[src/srsw_pkg.sv]
`default_nettype none
package srsw_pkg;

	localparam int SLOTS = 8;
	localparam int BLOCK_BYTES = 512;
	localparam int HEADER_BYTES = 4;

	localparam int SLOT_AW = (SLOTS > 1) ? $clog2(SLOTS) : 1;
	localparam int IDX_W = 3;
	localparam int LEN_W = 9;
	localparam int SIZE_W = 10;
	localparam int OFF_W = 32;
	localparam int STAMP_W = 8;
	localparam int FUNC_W = 2;

	localparam logic [LEN_W-1:0] LEN_CAP = LEN_W'(BLOCK_BYTES - HEADER_BYTES);
	localparam logic [SLOTS-1:0] SLOT_MASK = {SLOTS{1'b1}};

	localparam logic [FUNC_W-1:0] FUNC_FILL = 2'd0;
	localparam logic [FUNC_W-1:0] FUNC_ACK = 2'd1;
	localparam logic [FUNC_W-1:0] FUNC_TICK = 2'd2;

	typedef enum logic [3:0] {
		ST_IDLE,
		ST_DISPATCH,
		ST_ACK_RD,
		ST_ACK_CHK,
		ST_FILL,
		ST_DEC,
		ST_SCAN,
		ST_PICK,
		ST_SIZE,
		ST_DONE
	} state_t;

	typedef struct packed {
		logic load;
		logic ack_rd;
		logic ack_chk;
		logic fill;
		logic dec;
		logic scan;
		logic pick;
		logic size;
		logic finish;
	} cmd_t;

	typedef struct packed {
		logic [FUNC_W-1:0] func;
		logic ack_match;
		logic scan_last;
	} status_t;

endpackage
`default_nettype wire

[src/srsw_ram.sv]
`default_nettype none
module srsw_ram #(
	parameter int WIDTH = 8,
	parameter int DEPTH = 8,
	parameter int AW = (DEPTH > 1) ? $clog2(DEPTH) : 1
) (
	input wire logic clk,
	input wire logic we,
	input wire logic [AW-1:0] waddr,
	input wire logic [WIDTH-1:0] wdata,
	input wire logic re,
	input wire logic [AW-1:0] raddr,
	output logic [WIDTH-1:0] rdata
);

	logic [WIDTH-1:0] mem [DEPTH];

	always_ff @(posedge clk) begin
		if (we) begin
			mem[waddr] <= wdata;
		end
		if (re) begin
			rdata <= mem[raddr];
		end
	end

endmodule
`default_nettype wire

[src/srsw_ctrl.sv]
`default_nettype none
module srsw_ctrl (
	input wire logic clk,
	input wire logic arst_n,
	input wire logic start,
	input wire srsw_pkg::status_t status,
	output srsw_pkg::cmd_t cmd,
	output logic busy
);

	import srsw_pkg::*;

	state_t state_q;
	state_t state_d;

	always_ff @(posedge clk or negedge arst_n) begin
		if (!arst_n) begin
			state_q <= ST_IDLE;
		end else begin
			state_q <= state_d;
		end
	end

	always_comb begin
		state_d = state_q;
		cmd = '0;
		busy = 1'b1;
		case (state_q)
			ST_IDLE: begin
				busy = 1'b0;
				if (start) begin
					cmd.load = 1'b1;
					state_d = ST_DISPATCH;
				end
			end
			ST_DISPATCH: begin
				case (status.func)
					FUNC_FILL: state_d = ST_FILL;
					FUNC_ACK: state_d = ST_ACK_RD;
					FUNC_TICK: state_d = ST_DEC;
					default: state_d = ST_DONE;
				endcase
			end
			ST_ACK_RD: begin
				cmd.ack_rd = 1'b1;
				state_d = ST_ACK_CHK;
			end
			ST_ACK_CHK: begin
				cmd.ack_chk = 1'b1;
				state_d = status.ack_match ? ST_FILL : ST_DONE;
			end
			ST_FILL: begin
				cmd.fill = 1'b1;
				state_d = (status.func == FUNC_ACK) ? ST_DEC : ST_DONE;
			end
			ST_DEC: begin
				cmd.dec = 1'b1;
				state_d = ST_SCAN;
			end
			ST_SCAN: begin
				cmd.scan = 1'b1;
				if (status.scan_last) begin
					state_d = ST_PICK;
				end
			end
			ST_PICK: begin
				cmd.pick = 1'b1;
				state_d = ST_SIZE;
			end
			ST_SIZE: begin
				cmd.size = 1'b1;
				state_d = ST_DONE;
			end
			ST_DONE: begin
				cmd.finish = 1'b1;
				state_d = ST_IDLE;
			end
			default: begin
				state_d = ST_IDLE;
			end
		endcase
	end

endmodule
`default_nettype wire

[src/srsw_dp.sv]
`default_nettype none
module srsw_dp (
	input wire logic clk,
	input wire logic arst_n,
	input wire srsw_pkg::cmd_t cmd,
	output srsw_pkg::status_t status,
	input wire logic [srsw_pkg::FUNC_W-1:0] func,
	input wire logic [srsw_pkg::IDX_W-1:0] slot,
	input wire logic [srsw_pkg::OFF_W-1:0] ack_offset,
	input wire logic [srsw_pkg::LEN_W-1:0] read_len,
	output logic done,
	output logic accepted,
	output logic filled,
	output logic [srsw_pkg::IDX_W-1:0] filled_slot,
	output logic [srsw_pkg::OFF_W-1:0] filled_offset,
	output logic resend,
	output logic [srsw_pkg::IDX_W-1:0] resend_slot,
	output logic [srsw_pkg::SIZE_W-1:0] resend_size,
	output logic complete,
	output logic source_open
);

	import srsw_pkg::*;

	logic [SLOTS-1:0] free_q;
	logic [STAMP_W-1:0] next_stamp_q;
	logic [OFF_W-1:0] write_off_q;
	logic live_q;
	logic [STAMP_W-1:0] stamp_q [SLOTS];
	logic done_q;

	logic [FUNC_W-1:0] func_q;
	logic [IDX_W-1:0] slot_q;
	logic [OFF_W-1:0] ackoff_q;
	logic [LEN_W-1:0] len_q;

	logic [SLOT_AW-1:0] idx_q;
	logic [STAMP_W-1:0] best_q;
	logic [SLOT_AW-1:0] pick_q;
	logic pick_vld_q;

	logic [SLOT_AW-1:0] lo_idx;
	logic has_free;
	logic [LEN_W-1:0] len_sat;
	logic fill_do;
	logic fill_close;
	logic ack_match;
	logic hit;
	logic [OFF_W-1:0] off_rdata;
	logic [SIZE_W-1:0] size_rdata;
	logic [SIZE_W-1:0] size_wdata;

	// lowest free slot
	always_comb begin
		lo_idx = '0;
		for (int i = SLOTS - 1; i >= 0; i--) begin
			if (free_q[i]) begin
				lo_idx = SLOT_AW'(i);
			end
		end
	end

	assign has_free = |free_q;
	assign len_sat = (len_q > LEN_CAP) ? LEN_CAP : len_q;
	assign size_wdata = SIZE_W'(len_sat) + SIZE_W'(HEADER_BYTES);
	assign fill_do = cmd.fill && live_q && has_free && (len_q != '0);
	assign fill_close = cmd.fill && live_q && has_free && (len_q == '0);
	assign ack_match = (int'(slot_q) < SLOTS) && !free_q[slot_q[SLOT_AW-1:0]]
		&& (off_rdata == ackoff_q);
	assign hit = !free_q[idx_q] && ($signed(stamp_q[idx_q]) < $signed(best_q));

	assign status.func = func_q;
	assign status.ack_match = ack_match;
	assign status.scan_last = (idx_q == SLOT_AW'(SLOTS - 1));

	srsw_ram #(.WIDTH(OFF_W), .DEPTH(SLOTS), .AW(SLOT_AW)) u_off_ram (
		.clk(clk),
		.we(fill_do),
		.waddr(lo_idx),
		.wdata(write_off_q),
		.re(cmd.ack_rd),
		.raddr(slot_q[SLOT_AW-1:0]),
		.rdata(off_rdata)
	);

	srsw_ram #(.WIDTH(SIZE_W), .DEPTH(SLOTS), .AW(SLOT_AW)) u_size_ram (
		.clk(clk),
		.we(fill_do),
		.waddr(lo_idx),
		.wdata(size_wdata),
		.re(cmd.pick),
		.raddr(pick_q),
		.rdata(size_rdata)
	);

	always_ff @(posedge clk or negedge arst_n) begin
		if (!arst_n) begin
			free_q <= SLOT_MASK;
			next_stamp_q <= '0;
			write_off_q <= '0;
			live_q <= 1'b1;
			done_q <= 1'b0;
			for (int i = 0; i < SLOTS; i++) begin
				stamp_q[i] <= '0;
			end
		end else begin
			done_q <= cmd.finish;
			if (cmd.ack_chk && ack_match) begin
				free_q[slot_q[SLOT_AW-1:0]] <= 1'b1;
				next_stamp_q <= next_stamp_q - 1'b1;
			end
			if (fill_close) begin
				live_q <= 1'b0;
			end
			if (fill_do) begin
				free_q[lo_idx] <= 1'b0;
				write_off_q <= write_off_q + OFF_W'(len_sat);
				next_stamp_q <= next_stamp_q + 1'b1;
			end
			for (int i = 0; i < SLOTS; i++) begin
				if (fill_do && (lo_idx == SLOT_AW'(i))) begin
					stamp_q[i] <= next_stamp_q;
				end else if (cmd.dec) begin
					stamp_q[i] <= stamp_q[i] - 1'b1;
				end else if (cmd.pick && pick_vld_q && (pick_q == SLOT_AW'(i))) begin
					stamp_q[i] <= next_stamp_q;
				end
			end
		end
	end

	always_ff @(posedge clk) begin
		if (cmd.load) begin
			func_q <= func;
			slot_q <= slot;
			ackoff_q <= ack_offset;
			len_q <= read_len;
			accepted <= 1'b0;
			filled <= 1'b0;
			filled_slot <= '0;
			filled_offset <= '0;
			resend <= 1'b0;
			resend_slot <= '0;
			resend_size <= '0;
			complete <= 1'b0;
			source_open <= 1'b0;
		end
		if (cmd.ack_chk && ack_match) begin
			accepted <= 1'b1;
		end
		if (fill_do) begin
			filled <= 1'b1;
			filled_slot <= IDX_W'(lo_idx);
			filled_offset <= write_off_q;
		end
		// timeout scan, one stamp per cycle
		if (cmd.dec) begin
			idx_q <= '0;
			best_q <= '0;
			pick_q <= '0;
			pick_vld_q <= 1'b0;
		end
		if (cmd.scan) begin
			idx_q <= idx_q + 1'b1;
			if (hit) begin
				best_q <= stamp_q[idx_q];
				pick_q <= idx_q;
				pick_vld_q <= 1'b1;
			end
		end
		if (cmd.pick && pick_vld_q) begin
			resend <= 1'b1;
			resend_slot <= IDX_W'(pick_q);
		end
		if (cmd.size && pick_vld_q) begin
			resend_size <= size_rdata;
		end
		if (cmd.finish) begin
			complete <= (func_q == FUNC_ACK) && (free_q == SLOT_MASK);
			source_open <= live_q;
		end
	end

	assign done = done_q;

endmodule
`default_nettype wire

[src/selective_repeat_send_window.sv]
`default_nettype none
// channel   signals                                   beat taken when
// command   start, func, slot, ack_offset, read_len   start && !busy
// result    done, accepted .. source_open             done (one cycle, no stall)
//
// busy stays high while a fill, an ack, a tick or the unused code runs; done pulses
// in the first cycle with busy low, once the command's result fields are set.
// the timeout pass walks the eight stamps one per cycle through one signed
// comparator, and offsets and sizes sit in two small registered-read rams.
// reset is immediate: free map, stamps and counters clear on arst_n, no sweep.
// the receiver cannot stall; result fields hold until the next command.
module selective_repeat_send_window (
	input wire logic clk,
	input wire logic arst_n,
	input wire logic start,
	output logic busy,
	input wire logic [srsw_pkg::FUNC_W-1:0] func,
	input wire logic [srsw_pkg::IDX_W-1:0] slot,
	input wire logic [srsw_pkg::OFF_W-1:0] ack_offset,
	input wire logic [srsw_pkg::LEN_W-1:0] read_len,
	output logic done,
	output logic accepted,
	output logic filled,
	output logic [srsw_pkg::IDX_W-1:0] filled_slot,
	output logic [srsw_pkg::OFF_W-1:0] filled_offset,
	output logic resend,
	output logic [srsw_pkg::IDX_W-1:0] resend_slot,
	output logic [srsw_pkg::SIZE_W-1:0] resend_size,
	output logic complete,
	output logic source_open
);

	import srsw_pkg::*;

	cmd_t cmd;
	status_t status;

	srsw_ctrl u_ctrl (
		.clk(clk),
		.arst_n(arst_n),
		.start(start),
		.status(status),
		.cmd(cmd),
		.busy(busy)
	);

	srsw_dp u_dp (
		.clk(clk),
		.arst_n(arst_n),
		.cmd(cmd),
		.status(status),
		.func(func),
		.slot(slot),
		.ack_offset(ack_offset),
		.read_len(read_len),
		.done(done),
		.accepted(accepted),
		.filled(filled),
		.filled_slot(filled_slot),
		.filled_offset(filled_offset),
		.resend(resend),
		.resend_slot(resend_slot),
		.resend_size(resend_size),
		.complete(complete),
		.source_open(source_open)
	);

endmodule
`default_nettype wire
[config.mk]
export PLATFORM = sky130hd
export DESIGN_NAME = selective_repeat_send_window
export DESIGN_NICKNAME = d
export VERILOG_FILES = /design/src/srsw_pkg.sv /design/src/srsw_ram.sv /design/src/srsw_ctrl.sv /design/src/srsw_dp.sv /design/src/selective_repeat_send_window.sv
export SDC_FILE = /design/constraint.sdc
export NUM_CORES = 1
export LEC_CHECK = 0
export BUFFER_PORTS_ARGS = -buffer_cell sky130_fd_sc_hd__buf_4
export CAP_MARGIN = 20
export CORE_MARGIN = 2
export CORE_UTILIZATION = 56
export CTS_CLUSTER_SIZE = 24
export DETAILED_ROUTE_END_ITERATION = 8
export HOLD_SLACK_MARGIN = 0.12
export PLACE_DENSITY_LB_ADDON = 0.1
export SLEW_MARGIN = 30
export SYNTH_ARGS = -nofsm -noshare
export SYNTH_HDL_FRONTEND = slang
export SYNTH_HIERARCHICAL = 1
export SYNTH_SLANG_ARGS = --single-unit
[constraint.sdc]
create_clock -name clk -period 4.1 [get_ports clk]
set_input_delay 0.41 -clock clk [delete_from_list [all_inputs] [get_ports clk]]
set_output_delay 0.41 -clock clk [all_outputs]
set_load 0.05 [all_outputs]
==> results by group <==
Synthesis
  – Syn_nets: 1783
  – Xor and xnor area share after synthesis: 3.40%
  – Async SR Flop Fraction: 19.3%
  – Yosys warnings: 6
  – Mux contribution to synthesized area: 12.7%
  – Post-Syn Area: 26800 um^2
  – Synth Area in Simple Gates: 8.09%
  – Adder-cell share of the synthesized area: 1.69%
  – Synth Flop Type: edfxtp_1
  – Compound-Gate Fraction of Synth Area: 5.97%
  – Number of synthesized flops with an enable pin: 477
  – Largest family of logic cells by synthesized area: multiplexers
  – Post-Synthesis Cells: 1699
  – Mean Syn Cell Area: 15.8 um^2
  – FF+latch count, synth: 610
  – Post-synth cell types: 89
  – Sequential share of the synthesized area: 65.7%

Global route
  – Total GRT Usage: 25.3%
  – First-pass GRT wire length: 94.4 mm
  – Vias in the first global route: 15739
  – Initial antenna violation count: 0
  – Largest net degree at the start of global routing: 82
  – GR Overflow Total: 0

Power
  – Clock group share of total power: 32.9%
  – Combinational share of power: 20.7%
  – Psw: 4.91 mW
  – Tot Pwr: 17.0 mW
  – Power density over the cells: 551 nW/um^2
  – Flop pwr share: 46.5%
  – Leakage: 10.2 nW
  – Worst vdd ir: 0.339 mV
  – Switch share: 28.8%
  – Internal power: 12.1 mW

Finish
  – Post-route cell area: 30900 um^2
  – Fraction of layout cells with a size suffix above 1: 21.1%
  – Final core occ: 65.1%
  – Most common cell after layout, fill and taps aside: edfxtp_1
  – ANT cells: 0
  – Synth-to-layout area growth: 15.4%
  – Commonest non-fill, non-tap cells in the layout: edfxtp_1, buf_4, dfrtp_1, nor2_1, nand2_1
  – Fin nets: 1960

Place
  – Number of port buffers: 103
  – DP Wirelength: 38.1 mm
  – Post-DP Area: 28400 um^2
  – Dpl ws: 0.526 ns
  – Routability cong.: 0.865

Clocking
  – Clk_lat worst skew: 0.63 ns
  – CTS tree: built
  – Setup bufs post-CTS: 0
  – Inserted Clock Buffers: 61
  – CTS max path bufs: 3
  – Reg clk slew, reported paths: 0.06 ns
  – Clock Sink Count: 610
  – Root buf cell: clkbuf_16
  – CTS HTree Levels: 2

Routing
  – Post-route DRC: 0
  – Antenna-violating nets left: 0
  – Vias per cell: 6.18
  – Routed wire length: 61.8 mm
  – Via count: 15719
  – DR pass1 iterations: 5
  – First DRT Iteration DRCs: 1350
  – Routed length per instance: 24.3 um

Setup path
  – Setup crit start kind: flip-flop
  – CP Buf/Inv Count: 2
  – Crit path DAT: 4.11 ns
  – Setup CP Type: flip-flop to flip-flop
  – Crit path cell chain: or3_4 > inv_1 > and2_1 > o31a_1 > buf_4 > nand4_1 > a2111oi_4 > nand4_1 > xnor2_1
  – Maximum fanout along the worst path: 39
  – Setup crit end kind: flip-flop
  – Max stage delay cell, worst path: a2111oi_4
  – Critical Path RT: 4.60 ns
  – CP dominant cell by count: nand4_1
  – CP top delay family: simple AND/OR/NAND/NOR gates
  – Crit path largest cell delay: 0.71 ns

STA
  – RSZ-0062 raised after global routing: false
  – Layout Skew: 0.0217 ns
  – Tmin final: 3.61 ns
  – Setup total negative slack: 0 ns
  – Fin. Hold Viols: 0
  – Fmax: 277 MHz
  – Final setup fails: 0
  – Slew Viols, Final: 0
  – Worst Max-Slew Pin Slew: 0.970 ns
  – Max_slew headroom: 35.3%
  – Setup ws final: 0.493 ns
  – Tcrit/Tclk final: 88.0%

Floorplan
  – Num ports: 104
  – Row count: 80
  – Die ar.: 49600 um^2
  – Core area: 47400 um^2
  – Starting Density: 56.4%
  – Die Width: 223 um
  – Die height: 223 um

Run
  – Max cap viols: 0

Worst hold path
  – Hold Path Class: input port to asynchronous set/reset pin

Outcome
  – Status: completed
[power groups by stage]
stage                     Sequential (mW)  Combinational (mW)  Clock (mW)
after floorplan                      8.10                2.37           0
after global placement               8.00                3.37           0
after detailed placement             8.01                3.48           0
after CTS                            7.90                3.53        5.70
after global routing                 7.98                3.84        5.93
final                                7.92                3.52        5.60
[logic make-up (layout without fill, tap and decap cells)]
| logic type | count (synthesis) | count (layout) |
|---|---|---|
| flip-flops | 610 | 610 |
| AND/OR/NAND/NOR | 405 | 405 |
| AO/OA/AOI/OAI | 226 | 226 |
| multiplexers | 175 | 175 |
| buffers and inverters | 144 | 373 |
| XOR/XNOR | 104 | 104 |
| adder cells (fa/ha/maj) | 35 | 35 |
[final timing paths]
check                                        from              endpoint  slack (ns)  depth (start not counted)
max in group asynchronous                  arst_n  u_dp/next_stamp_q[2]        2.81                          3
min in group clk                      u_dp/live_q           u_dp/live_q        0.46                          2
worst min-delay path                       arst_n     u_ctrl/state_q[3]        0.41                          2
worst max-delay path            u_ctrl/state_q[0]  u_dp/write_off_q[23]        0.49                          9
worst min register to register        u_dp/live_q           u_dp/live_q        0.46                          2
worst max register to register  u_ctrl/state_q[0]  u_dp/write_off_q[23]        0.49                          9
[registers in the layout, indices dropped and copies added, names as in the netlist, 2 cells and up]
name / count
u_dp/free_q: 8
u_ctrl/state_q: 4
u_dp/len_q: 9
u_dp/write_off_q: 32
u_dp/resend_slot: 3
u_dp/next_stamp_q: 8
u_dp/resend_size: 10
u_dp/filled_slot: 3
u_dp/u_off_ram/mem: 256
u_dp/pick_q: 3
u_dp/slot_q: 3
u_dp/func_q: 2
u_dp/idx_q: 3
u_dp/u_size_ram/rdata: 10
u_dp/u_size_ram/mem: 80
u_dp/filled_offset: 32
u_dp/best_q: 8
u_dp/ackoff_q: 32
u_dp/u_off_ram/rdata: 32
u_dp/stamp_q: 64
[synthesized netlist by cell type, drive strengths merged, types with 4 or more instances]
library cell	n	area share (%)
edfxtp	477	54
dfrtp	109	10
mux4	104	9.6
nor2	79	1.1
nand2	66	0.94
mux2	63	2.8
a21oi	58	1.1
inv	56	0.79
xnor2	56	1.8
nor3	52	0.97
and3	48	1.1
xor2	48	1.6
clkbuf	45	0.63
buf	42	1.0
o21ai	38	0.71
ha	33	1.5
nand3	30	0.56
nand2b	20	0.47
nor4	20	0.47
o22a	20	0.65
nand4	16	0.37
dfxtp	15	1.1
a22oi	13	0.42
and2	13	0.31
or3	11	0.28
nor2b	10	0.23
or2	10	0.23
dfstp	9	0.88
a21o	8	0.22
a31oi	8	0.19
mux2i	8	0.30
o2bb2ai	8	0.26
or4	8	0.25
o22ai	7	0.16
a211oi	6	0.17
o21a	6	0.17
o21bai	6	0.17
o31ai	6	0.17
a2bb2oi	5	0.16
o211ai	5	0.16
a221o	4	0.15
nor3b	4	0.11
[metrics by stage]
stage               hold WS [ns]  cells
floorplan                  0.114   1699
global placement           0.440   2380
detailed placement         0.446   2380
CTS                        0.429   2543
global route               0.471   2543
finish                     0.406   2543
[what timing repair did]
action,4_1_cts,5_1_grt
gates resized for setup,0,0
hold buffers,48,0
hold endpoints to repair,89,0
[routing by layer]
metal | share of wire [%] | vias to the layer above | GRT usage, % | wire (um)
met2 | 45 | 547 | 38.4 | 28100
met5 | 0 | - | 0 | 0
li1 | - | 7009 | - | -
met4 | 2.9 | 0 | 8.57 | 1810
met1 | 45 | 8041 | 37.2 | 27700
met3 | 6.8 | 122 | 4.65 | 4190
[worst reg2reg max path, cell delays in order, from the launching register on]
cell       delay [ns]
dfrtp_1          0.52
or3_4            0.47
inv_1            0.08
and2_1           0.25
o31a_1           0.21
buf_4            0.44
nand4_1          0.46
a2111oi_4        0.71
nand4_1          0.20
xnor2_1          0.16
[area by class of cell]
class	count	area, um^2
Sequential cell	610	17600
Fill cell	3360	16500
Multi-Input combinational cell	945	8620
Timing Repair Buffer	201	1680
Clock buffer	79	1680
Tap cell	615	769
Clock inverter	36	355
Inverter	57	214
Note: power is estimated with default switching activity, not from simulation.
